<file path="src/rtl/bbw_pkg.sv">
// Shared constants, field widths and the rounding helper for the B-spline basis block.
`timescale 1ns / 1ps

package bbw_pkg;

    // Input coordinate width (Q0.16).
    localparam int IN_BITS = 16;

    // Result field widths.
    localparam int W0_BITS = 17;
    localparam int WN_BITS = 16;
    localparam int SLOPE_BITS = 17;
    localparam int CURVE_BITS = 18;

    // Stream data widths, padded to whole bytes.
    localparam int S_TDATA_BITS = 16;
    localparam int M_FIELD_BITS = W0_BITS + 3 * WN_BITS + 4 * SLOPE_BITS + 4 * CURVE_BITS;
    localparam int M_TDATA_BITS = ((M_FIELD_BITS + 7) / 8) * 8;

    // Working width of the signed rounding helper.
    localparam int RND_BITS = 40;

    // Signed shift right by sh bits, rounded to nearest with halves away from zero.
    function automatic logic signed [RND_BITS-1:0] round_shift(
        input logic signed [RND_BITS-1:0] n,
        input int sh
    );
        logic [RND_BITS-1:0] mag;
        logic [RND_BITS-1:0] half;
        logic [RND_BITS-1:0] quo;
        mag = n[RND_BITS-1] ? RND_BITS'(-n) : RND_BITS'(n);
        half = (RND_BITS'(1) << sh) >> 1;
        quo = (mag + half) >> sh;
        return n[RND_BITS-1] ? -$signed(quo) : $signed(quo);
    endfunction

endpackage

</file>
<file path="src/rtl/bbw_powers.sv">
// Two pipeline stages that form t squared and t cubed from the input coordinate.
`timescale 1ns / 1ps

module bbw_powers
    import bbw_pkg::*;
(
    input  logic                  aclk,
    input  logic                  aresetn,
    input  logic                  in_valid,
    output logic                  in_ready,
    input  logic [IN_BITS-1:0]    in_x,
    output logic                  out_valid,
    input  logic                  out_ready,
    output logic [IN_BITS-1:0]    out_x,
    output logic [2*IN_BITS-1:0]  out_sq,
    output logic [3*IN_BITS-1:0]  out_cube
);

    logic                 v1_reg;
    logic [IN_BITS-1:0]   x1_reg;
    logic [2*IN_BITS-1:0] sq1_reg;
    logic                 v2_reg;
    logic [IN_BITS-1:0]   x2_reg;
    logic [2*IN_BITS-1:0] sq2_reg;
    logic [3*IN_BITS-1:0] cube2_reg;
    logic                 ready1;
    logic                 ready2;
    logic [2*IN_BITS-1:0] sq_next;
    logic [3*IN_BITS-1:0] cube_next;

    // Each stage takes a new item when it is empty or its item moves on.
    assign ready2 = !v2_reg || out_ready;
    assign ready1 = !v1_reg || ready2;
    assign in_ready = ready1;

    assign sq_next = (2 * IN_BITS)'(in_x) * (2 * IN_BITS)'(in_x);
    assign cube_next = (3 * IN_BITS)'(sq1_reg) * (3 * IN_BITS)'(x1_reg);

    // Stage one: square.
    always_ff @(posedge aclk) begin
        if (!aresetn) begin
            v1_reg <= 1'b0;
        end else if (ready1) begin
            v1_reg <= in_valid;
        end
        if (ready1 && in_valid) begin
            x1_reg <= in_x;
            sq1_reg <= sq_next;
        end
    end

    // Stage two: cube.
    always_ff @(posedge aclk) begin
        if (!aresetn) begin
            v2_reg <= 1'b0;
        end else if (ready2) begin
            v2_reg <= v1_reg;
        end
        if (ready2 && v1_reg) begin
            x2_reg <= x1_reg;
            sq2_reg <= sq1_reg;
            cube2_reg <= cube_next;
        end
    end

    assign out_valid = v2_reg;
    assign out_x = x2_reg;
    assign out_sq = sq2_reg;
    assign out_cube = cube2_reg;

endmodule

</file>
<file path="src/rtl/bbw_terms.sv">
// Pipeline stage that forms the polynomial numerators and their rounded shifts.
`timescale 1ns / 1ps

module bbw_terms
    import bbw_pkg::*;
#(
    parameter int FRAC_BITS = 16,
    parameter int VW = FRAC_BITS + 3
)
(
    input  logic                         aclk,
    input  logic                         aresetn,
    input  logic                         in_valid,
    output logic                         in_ready,
    input  logic [IN_BITS-1:0]           in_x,
    input  logic [2*IN_BITS-1:0]         in_sq,
    input  logic [3*IN_BITS-1:0]         in_cube,
    output logic                         out_valid,
    input  logic                         out_ready,
    output logic [VW-1:0]                out_half_w [4],
    output logic signed [SLOPE_BITS-1:0] out_slope [4],
    output logic signed [CURVE_BITS-1:0] out_curve [4]
);

    // Weight numerators are over 6 * 2^WS, slopes over 2^SS.
    localparam int WS = 3 * IN_BITS - FRAC_BITS;
    localparam int SS = 2 * IN_BITS + 1 - FRAC_BITS;
    localparam int CSH_L = (FRAC_BITS >= IN_BITS) ? FRAC_BITS - IN_BITS : 0;
    localparam int CSH_R = (FRAC_BITS < IN_BITS) ? IN_BITS - FRAC_BITS : 0;
    localparam int NW = 3 * IN_BITS + 5;
    localparam logic signed [NW-1:0] ONE3 = NW'(1) << (3 * IN_BITS);
    localparam logic signed [NW-1:0] WBIAS = NW'(3) << WS;
    localparam logic signed [RND_BITS-1:0] ONE2 = RND_BITS'(1) << (2 * IN_BITS);
    localparam logic signed [RND_BITS-1:0] ONE1 = RND_BITS'(1) << IN_BITS;

    logic                         v_reg;
    logic [VW-1:0]                half_w_reg [4];
    logic signed [SLOPE_BITS-1:0] slope_reg [4];
    logic signed [CURVE_BITS-1:0] curve_reg [4];
    logic [VW-1:0]                half_w_next [4];
    logic signed [SLOPE_BITS-1:0] slope_next [4];
    logic signed [CURVE_BITS-1:0] curve_next [4];
    logic signed [NW-1:0]         xw;
    logic signed [NW-1:0]         sqw;
    logic signed [NW-1:0]         cubew;
    logic signed [NW-1:0]         wnum [4];
    logic [NW-1:0]                wsum [4];
    logic signed [RND_BITS-1:0]   xs;
    logic signed [RND_BITS-1:0]   sqs;
    logic signed [RND_BITS-1:0]   snum [4];
    logic signed [RND_BITS-1:0]   cnum [4];
    logic signed [RND_BITS-1:0]   srnd [4];
    logic signed [RND_BITS-1:0]   crnd [4];

    assign in_ready = !v_reg || out_ready;

    // Numerators of all twelve terms, exact in integers.
    always_comb begin
        xw = NW'(in_x);
        sqw = NW'(in_sq);
        cubew = NW'(in_cube);
        wnum[0] = ONE3 - ((3 * xw) <<< (2 * IN_BITS)) + ((3 * sqw) <<< IN_BITS) - cubew;
        wnum[1] = (3 * cubew) - ((6 * sqw) <<< IN_BITS) + (ONE3 <<< 2);
        wnum[2] = ONE3 + ((3 * xw) <<< (2 * IN_BITS)) + ((3 * sqw) <<< IN_BITS) - (3 * cubew);
        wnum[3] = cubew;

        xs = RND_BITS'(in_x);
        sqs = RND_BITS'(in_sq);
        snum[0] = ((2 * xs) <<< IN_BITS) - ONE2 - sqs;
        snum[1] = (3 * sqs) - ((4 * xs) <<< IN_BITS);
        snum[2] = ONE2 + ((2 * xs) <<< IN_BITS) - (3 * sqs);
        snum[3] = sqs;

        cnum[0] = ONE1 - xs;
        cnum[1] = (3 * xs) - (ONE1 <<< 1);
        cnum[2] = ONE1 - (3 * xs);
        cnum[3] = xs;

        // Weights are never negative, so rounding is a bias and a plain shift.
        // One extra bit of shift leaves a division by three for the next stages.
        for (int i = 0; i < 4; i++) begin
            wsum[i] = NW'(wnum[i] + WBIAS);
            half_w_next[i] = VW'(wsum[i] >> (WS + 1));
            srnd[i] = round_shift(snum[i], SS);
            crnd[i] = round_shift(cnum[i], CSH_R) <<< CSH_L;
            slope_next[i] = srnd[i][SLOPE_BITS-1:0];
            curve_next[i] = crnd[i][CURVE_BITS-1:0];
        end
    end

    always_ff @(posedge aclk) begin
        if (!aresetn) begin
            v_reg <= 1'b0;
        end else if (in_ready) begin
            v_reg <= in_valid;
        end
        if (in_ready && in_valid) begin
            half_w_reg <= half_w_next;
            slope_reg <= slope_next;
            curve_reg <= curve_next;
        end
    end

    assign out_valid = v_reg;
    assign out_half_w = half_w_reg;
    assign out_slope = slope_reg;
    assign out_curve = curve_reg;

endmodule

</file>
<file path="src/rtl/bbw_div3.sv">
// Two pipeline stages that divide the weights by three through a reciprocal multiply.
`timescale 1ns / 1ps

module bbw_div3
    import bbw_pkg::*;
#(
    parameter int VW = 19
)
(
    input  logic                         aclk,
    input  logic                         aresetn,
    input  logic                         in_valid,
    output logic                         in_ready,
    input  logic [VW-1:0]                in_half_w [4],
    input  logic signed [SLOPE_BITS-1:0] in_slope [4],
    input  logic signed [CURVE_BITS-1:0] in_curve [4],
    output logic                         out_valid,
    input  logic                         out_ready,
    output logic [W0_BITS-1:0]           out_weight_0,
    output logic [WN_BITS-1:0]           out_weight_n [3],
    output logic signed [SLOPE_BITS-1:0] out_slope [4],
    output logic signed [CURVE_BITS-1:0] out_curve [4]
);

    // floor(v / 3) = (v * MAGIC) >> K, exact for every VW-bit v.
    localparam int K = VW + 2;
    localparam int PW = 2 * VW + 1;
    localparam logic [VW:0] MAGIC = (VW + 1)'(((64'd1 << K) + 64'd2) / 64'd3);

    logic                         v4_reg;
    logic [PW-1:0]                prod_reg [4];
    logic signed [SLOPE_BITS-1:0] slope4_reg [4];
    logic signed [CURVE_BITS-1:0] curve4_reg [4];
    logic                         v5_reg;
    logic [W0_BITS-1:0]           weight0_reg;
    logic [WN_BITS-1:0]           weightn_reg [3];
    logic signed [SLOPE_BITS-1:0] slope5_reg [4];
    logic signed [CURVE_BITS-1:0] curve5_reg [4];
    logic                         ready4;
    logic                         ready5;
    logic [PW-1:0]                prod_next [4];
    logic [PW-1:0]                quo [4];

    assign ready5 = !v5_reg || out_ready;
    assign ready4 = !v4_reg || ready5;
    assign in_ready = ready4;

    always_comb begin
        for (int i = 0; i < 4; i++) begin
            prod_next[i] = PW'(in_half_w[i]) * PW'(MAGIC);
            quo[i] = prod_reg[i] >> K;
        end
    end

    // Stage four: reciprocal products.
    always_ff @(posedge aclk) begin
        if (!aresetn) begin
            v4_reg <= 1'b0;
        end else if (ready4) begin
            v4_reg <= in_valid;
        end
        if (ready4 && in_valid) begin
            prod_reg <= prod_next;
            slope4_reg <= in_slope;
            curve4_reg <= in_curve;
        end
    end

    // Stage five: quotients, trimmed to the result fields; this is the output register.
    always_ff @(posedge aclk) begin
        if (!aresetn) begin
            v5_reg <= 1'b0;
        end else if (ready5) begin
            v5_reg <= v4_reg;
        end
        if (ready5 && v4_reg) begin
            weight0_reg <= quo[0][W0_BITS-1:0];
            for (int i = 0; i < 3; i++) begin
                weightn_reg[i] <= quo[i+1][WN_BITS-1:0];
            end
            slope5_reg <= slope4_reg;
            curve5_reg <= curve4_reg;
        end
    end

    assign out_valid = v5_reg;
    assign out_weight_0 = weight0_reg;
    assign out_weight_n = weightn_reg;
    assign out_slope = slope5_reg;
    assign out_curve = curve5_reg;

endmodule

</file>
<file path="src/rtl/cubic_bspline_basis_weights.sv">
// An accepted item reaches the master side after passing through all five register stages.
// Throughput: one item per cycle while the output is not stalled; each of the five register stages holds one item.
// The critical paths are the 32 by 16 cube multiply and the reciprocal multiplies.
// Reset (aresetn low, synchronous) empties every stage; no clearing pass is needed.
// A stalled output holds its item while the earlier stages keep filling.
`timescale 1ns / 1ps

module cubic_bspline_basis_weights
    import bbw_pkg::*;
#(
    parameter int FRAC_BITS = 16
)
(
    input  logic                    aclk,
    input  logic                    aresetn,
    input  logic                    s_axis_tvalid,
    output logic                    s_axis_tready,
    // tdata from bit 0: frac_t[15:0]
    input  logic [S_TDATA_BITS-1:0] s_axis_tdata,
    output logic                    m_axis_tvalid,
    input  logic                    m_axis_tready,
    // tdata from bit 0: weight_0[16:0], weight_1[32:17], weight_2[48:33], weight_3[64:49],
    // slope_0[81:65], slope_1[98:82], slope_2[115:99], slope_3[132:116],
    // curve_0[150:133], curve_1[168:151], curve_2[186:169], curve_3[204:187], zeros
    output logic [M_TDATA_BITS-1:0] m_axis_tdata
);

    localparam int VW = FRAC_BITS + 3;

    logic                         pw_valid;
    logic                         pw_ready;
    logic [IN_BITS-1:0]           pw_x;
    logic [2*IN_BITS-1:0]         pw_sq;
    logic [3*IN_BITS-1:0]         pw_cube;
    logic                         tm_valid;
    logic                         tm_ready;
    logic [VW-1:0]                tm_half_w [4];
    logic signed [SLOPE_BITS-1:0] tm_slope [4];
    logic signed [CURVE_BITS-1:0] tm_curve [4];
    logic [W0_BITS-1:0]           res_weight_0;
    logic [WN_BITS-1:0]           res_weight_n [3];
    logic signed [SLOPE_BITS-1:0] res_slope [4];
    logic signed [CURVE_BITS-1:0] res_curve [4];

    // Powers of t.
    bbw_powers u_powers (
        .aclk      (aclk),
        .aresetn   (aresetn),
        .in_valid  (s_axis_tvalid),
        .in_ready  (s_axis_tready),
        .in_x      (s_axis_tdata[IN_BITS-1:0]),
        .out_valid (pw_valid),
        .out_ready (pw_ready),
        .out_x     (pw_x),
        .out_sq    (pw_sq),
        .out_cube  (pw_cube)
    );

    // Numerators and rounding.
    bbw_terms #(
        .FRAC_BITS (FRAC_BITS),
        .VW        (VW)
    ) u_terms (
        .aclk       (aclk),
        .aresetn    (aresetn),
        .in_valid   (pw_valid),
        .in_ready   (pw_ready),
        .in_x       (pw_x),
        .in_sq      (pw_sq),
        .in_cube    (pw_cube),
        .out_valid  (tm_valid),
        .out_ready  (tm_ready),
        .out_half_w (tm_half_w),
        .out_slope  (tm_slope),
        .out_curve  (tm_curve)
    );

    // Division of the weights by three and the output register.
    bbw_div3 #(
        .VW (VW)
    ) u_div3 (
        .aclk         (aclk),
        .aresetn      (aresetn),
        .in_valid     (tm_valid),
        .in_ready     (tm_ready),
        .in_half_w    (tm_half_w),
        .in_slope     (tm_slope),
        .in_curve     (tm_curve),
        .out_valid    (m_axis_tvalid),
        .out_ready    (m_axis_tready),
        .out_weight_0 (res_weight_0),
        .out_weight_n (res_weight_n),
        .out_slope    (res_slope),
        .out_curve    (res_curve)
    );

    // Pack the result fields, lowest field first.
    assign m_axis_tdata = M_TDATA_BITS'({
        res_curve[3], res_curve[2], res_curve[1], res_curve[0],
        res_slope[3], res_slope[2], res_slope[1], res_slope[0],
        res_weight_n[2], res_weight_n[1], res_weight_n[0], res_weight_0
    });

endmodule

</file>
<file path="config.mk">
export PLATFORM = sky130hd
export DESIGN_NAME = cubic_bspline_basis_weights
export DESIGN_NICKNAME = d
export VERILOG_FILES = /design/src/rtl/bbw_pkg.sv /design/src/rtl/bbw_powers.sv /design/src/rtl/bbw_terms.sv /design/src/rtl/bbw_div3.sv /design/src/rtl/cubic_bspline_basis_weights.sv
export SDC_FILE = /design/constraint.sdc
export NUM_CORES = 2
export LEC_CHECK = 0
export BUFFER_PORTS_ARGS = -buffer_cell sky130_fd_sc_hd__buf_2
export CELL_PAD_IN_SITES_DETAIL_PLACEMENT = 2
export CELL_PAD_IN_SITES_GLOBAL_PLACEMENT = 2
export CORE_ASPECT_RATIO = 1.1
export CORE_UTILIZATION = 32
export DETAILED_ROUTE_END_ITERATION = 10
export PLACE_DENSITY = 0.67
export SETUP_SLACK_MARGIN = 0.2
export SLEW_MARGIN = 20
export SYNTH_ARGS = -nofsm -noshare
export SYNTH_HDL_FRONTEND = slang
export SYNTH_HIERARCHICAL = 1
export SYNTH_SLANG_ARGS = --single-unit
export TNS_END_PERCENT = 10
</file>
<file path="constraint.sdc">
create_clock -name aclk -period 22 [get_ports aclk]
set_input_delay 1.1 -clock aclk [delete_from_list [all_inputs] [get_ports aclk]]
set_output_delay 1.1 -clock aclk [all_outputs]
set_load 0.1 [all_outputs]
</file>
==> results.json <==
{
  "finalSetupViolCount": 0,
  "grtUsageTotal_pct": 21.0,
  "root_buffer": "clkbuf_16",
  "synth-xor-area-share_pct": 5.59,
  "fillCellCount": 30500,
  "period_share_pct": 48.8,
  "status": "completed",
  "min_to": "u_div3/out_weight_n[37]",
  "hold_path.startpoint": "u_div3/prod_reg[104]",
  "layout.area.seq_mm2": 0.0227,
  "postCtsHoldBufs": 0,
  "clkTransAtPathRegs_ns": 0.06,
  "synth_edf_count": 754,
  "avgSynthCellArea_um2": 10.1,
  "r2r_start": "u_powers/out_sq[2]",
  "worstHoldPathCells": 0,
  "cts_made_buffers": 89,
  "relSlewSlack_pct": 17.3,
  "cts.sinks": 759,
  "synth_top_area_share_pct": 25.0,
  "die_w_um": 509,
  "synth_top_family_by_area": "adder cells",
  "synth_compound_area_share_pct": 10.4,
  "start_kind": "flip-flop",
  "crit_required_ns": 22.43,
  "rsz0062_at_grt": "no",
  "cts_tree": "yes",
  "end_kind": "flip-flop",
  "postCtsSetupRepairBufs": 0,
  "layout-drive-gt1-share_pct": 6.11,
  "fin_skew_ns": 0.0481,
  "layout_min_cycle_time_ns": 10.73,
  "port_buffers": 226,
  "ys.flop_type": "edfxtp_1",
  "num_rows": 204,
  "io_pins": 230,
  "timing.fmax_ghz": 0.0932,
  "ant_nets": 0,
  "place_congestion": 0.876,
  "synth_fa_ha_area_share_pct": 39.1,
  "netlist_instances": 8985,
  "final_common_cell": "inv_1",
  "critPathSlowestCell": "o21a_1",
  "synthMuxAreaShare_pct": 0.137,
  "crit_top_cell": "a21oi_1",
  "cts_resized": 0,
  "reg2reg_depth": 36,
  "grt_pass1_wl_um": 459000,
  "syn_to_final_growth_pct": 9.77,
  "slowest_delay_ns": 0.78,
  "coreArea_mm2": 0.281,
  "fin_nets": 11400,
  "hold_viol_final": 0,
  "maxCapViolations": 0,
  "grt_max_degree": 133,
  "hpwlAfterDp_um": 248000,
  "yosysTopAreaCell": "edfxtp_1",
  "yosys_warnings": 6,
  "wl_per_cell_um": 22.9,
  "largest_reg_flops": 73,
  "layout_common_cells": "inv_1 (1843), ha_1 (1196), fa_1 (1019)",
  "crit_arrival_ns": 11.16,
  "grt_pass1_vias": 75800,
  "multi_input_area_mm2": 0.0601,
  "synth_cell_type_count": 125,
  "clockBufferDepth": 3,
  "initialDrtViolationCount": 2442,
  "insertion_delay_ns": 0.74,
  "fin_ws_ns": 11.27,
  "r2r_slack_ns": 11.27,
  "tightest_slew_ns": 1.24,
  "worstSetupPathType": "flip-flop to flip-flop",
  "ys_seq_elements": 759,
  "synthSimpleGateAreaFrac_pct": 11.0,
  "viasPerCell": 5.06,
  "report.final.slew_viol_count": 0,
  "setup_tns_ns": 0,
  "synthArstFlopShare_pct": 0,
  "grt.overflow.total": 0,
  "htree_num_levels": 3,
  "die_y_um": 560,
  "dieArea_mm2": 0.285,
  "hp-class": "flip-flop to flip-flop",
  "synth.area.top_cells": "edfxtp_1 (25%), fa_1 (23%), ha_1 (17%)",
  "start_util_pct": 32.2,
  "vias": 65800,
  "drtPass1Iterations": 7,
  "ys_seq_area_share_pct": 25.1,
  "syn_area_mm2": 0.0904,
  "drt-total-wl_um": 297000,
  "critPathMaxFanout": 25,
  "dp_slack_ns": 11.23,
  "r2r-end": "u_terms/out_slope[49]",
  "post-route-drc-count": 0,
  "antenna_found_initial": 18
}
worst max path at each step:
stage	from	end	slack, ns	cells after the start
after floorplan	m_axis_tready	u_div3/out_curve[0]	10.99	2
after global placement	u_powers/out_sq[2]	u_terms/out_slope[33]	11.78	40
after global routing	u_powers/out_sq[2]	u_terms/out_slope[49]	10.20	36
final	u_powers/out_sq[2]	u_terms/out_slope[49]	11.27	36
after detailed placement	u_powers/out_sq[2]	u_terms/out_slope[33]	11.23	40
after CTS	u_powers/out_sq[2]	u_terms/out_slope[33]	11.18	40
through the flow:
step                      cell area, µm²  std cells  hold slack, ns  util [%]
after floorplan                    90500       9000           0.400         -
after global placement             96100      12800           0.400      34.2
after detailed placement           96100      12800           0.405      34.2
after CTS                          99200      13000           0.378      35.3
after global routing               99300      13000           0.387      35.3
final                              99300      13000           0.390      35.3
worst max-delay path, delay by kind of cell (launching register included):
kind                       cells  cell delay (ns)
adders and majority gates      3             1.03
AOI/OAI and AO/OA             21             6.06
and+or+nand+nor                7             1.76
buffers and inverters          2             0.25
DFF                            1             0.48
xor gates and xnor gates       3             0.82
routing by layer:
metal  vias to the layer above  part of all wire [%]  global-route usage [%]
li1                      30200                     -                       -
met4                         0                   2.8                    5.71
met5                         -                     0                       0
met3                       311                   2.2                    1.46
met1                     34400                    42                    25.3
met2                       844                    53                    39.5
synthesized netlist by cell type, types with 9 or more instances:
master	count
a31oi_1	63
or3_1	50
nand3_1	136
o2111ai_1	15
o211ai_1	46
xor2_1	154
xnor2_1	417
nor2b_1	64
nand4_1	59
o21a_1	68
a211o_1	22
edfxtp_1	754
or4_1	15
and2_1	308
ha_1	1196
o21bai_1	45
nor3b_1	12
nor3_1	116
inv_1	1843
and4_1	15
buf_4	17
a2111oi_0	23
nand2_1	617
a221oi_1	9
a21o_1	202
nor2_1	344
a31o_2	12
fa_1	1019
or2_2	24
nor4_1	38
a41oi_1	17
o21ai_1	21
o21ai_0	203
a21oi_1	395
a21boi_0	17
nand2b_1	48
and3_1	76
nand3b_1	12
a211oi_1	54
a311oi_1	10
o31ai_1	30
o22ai_1	11
mux2i_1	9
clkbuf_1	151
area by class of cell:
| type | instances | area share (%) |
|---|---|---|
| Tap cell | 3708 | 4.67 |
| Clock inverter | 66 | 0.832 |
| Multi-Input combinational cell | 6211 | 60.5 |
| Antenna cell | 4 | 0.0101 |
| Sequential cell | 759 | 22.9 |
| Inverter | 1846 | 6.98 |
| Clock buffer | 101 | 2.31 |
| Timing Repair Buffer | 302 | 1.75 |
logic make-up after synthesis:
family,after synthesis
simple gates,1988
other cells,4
mux,12
compound gates,1403
buf+inv,2030
fa+ha+maj,2215
xor+xnor,574
flops,759
Power is left out: the tool's default activity adds up to more than one toggle a clock period on the data nets, which glitch-free logic cannot reach.
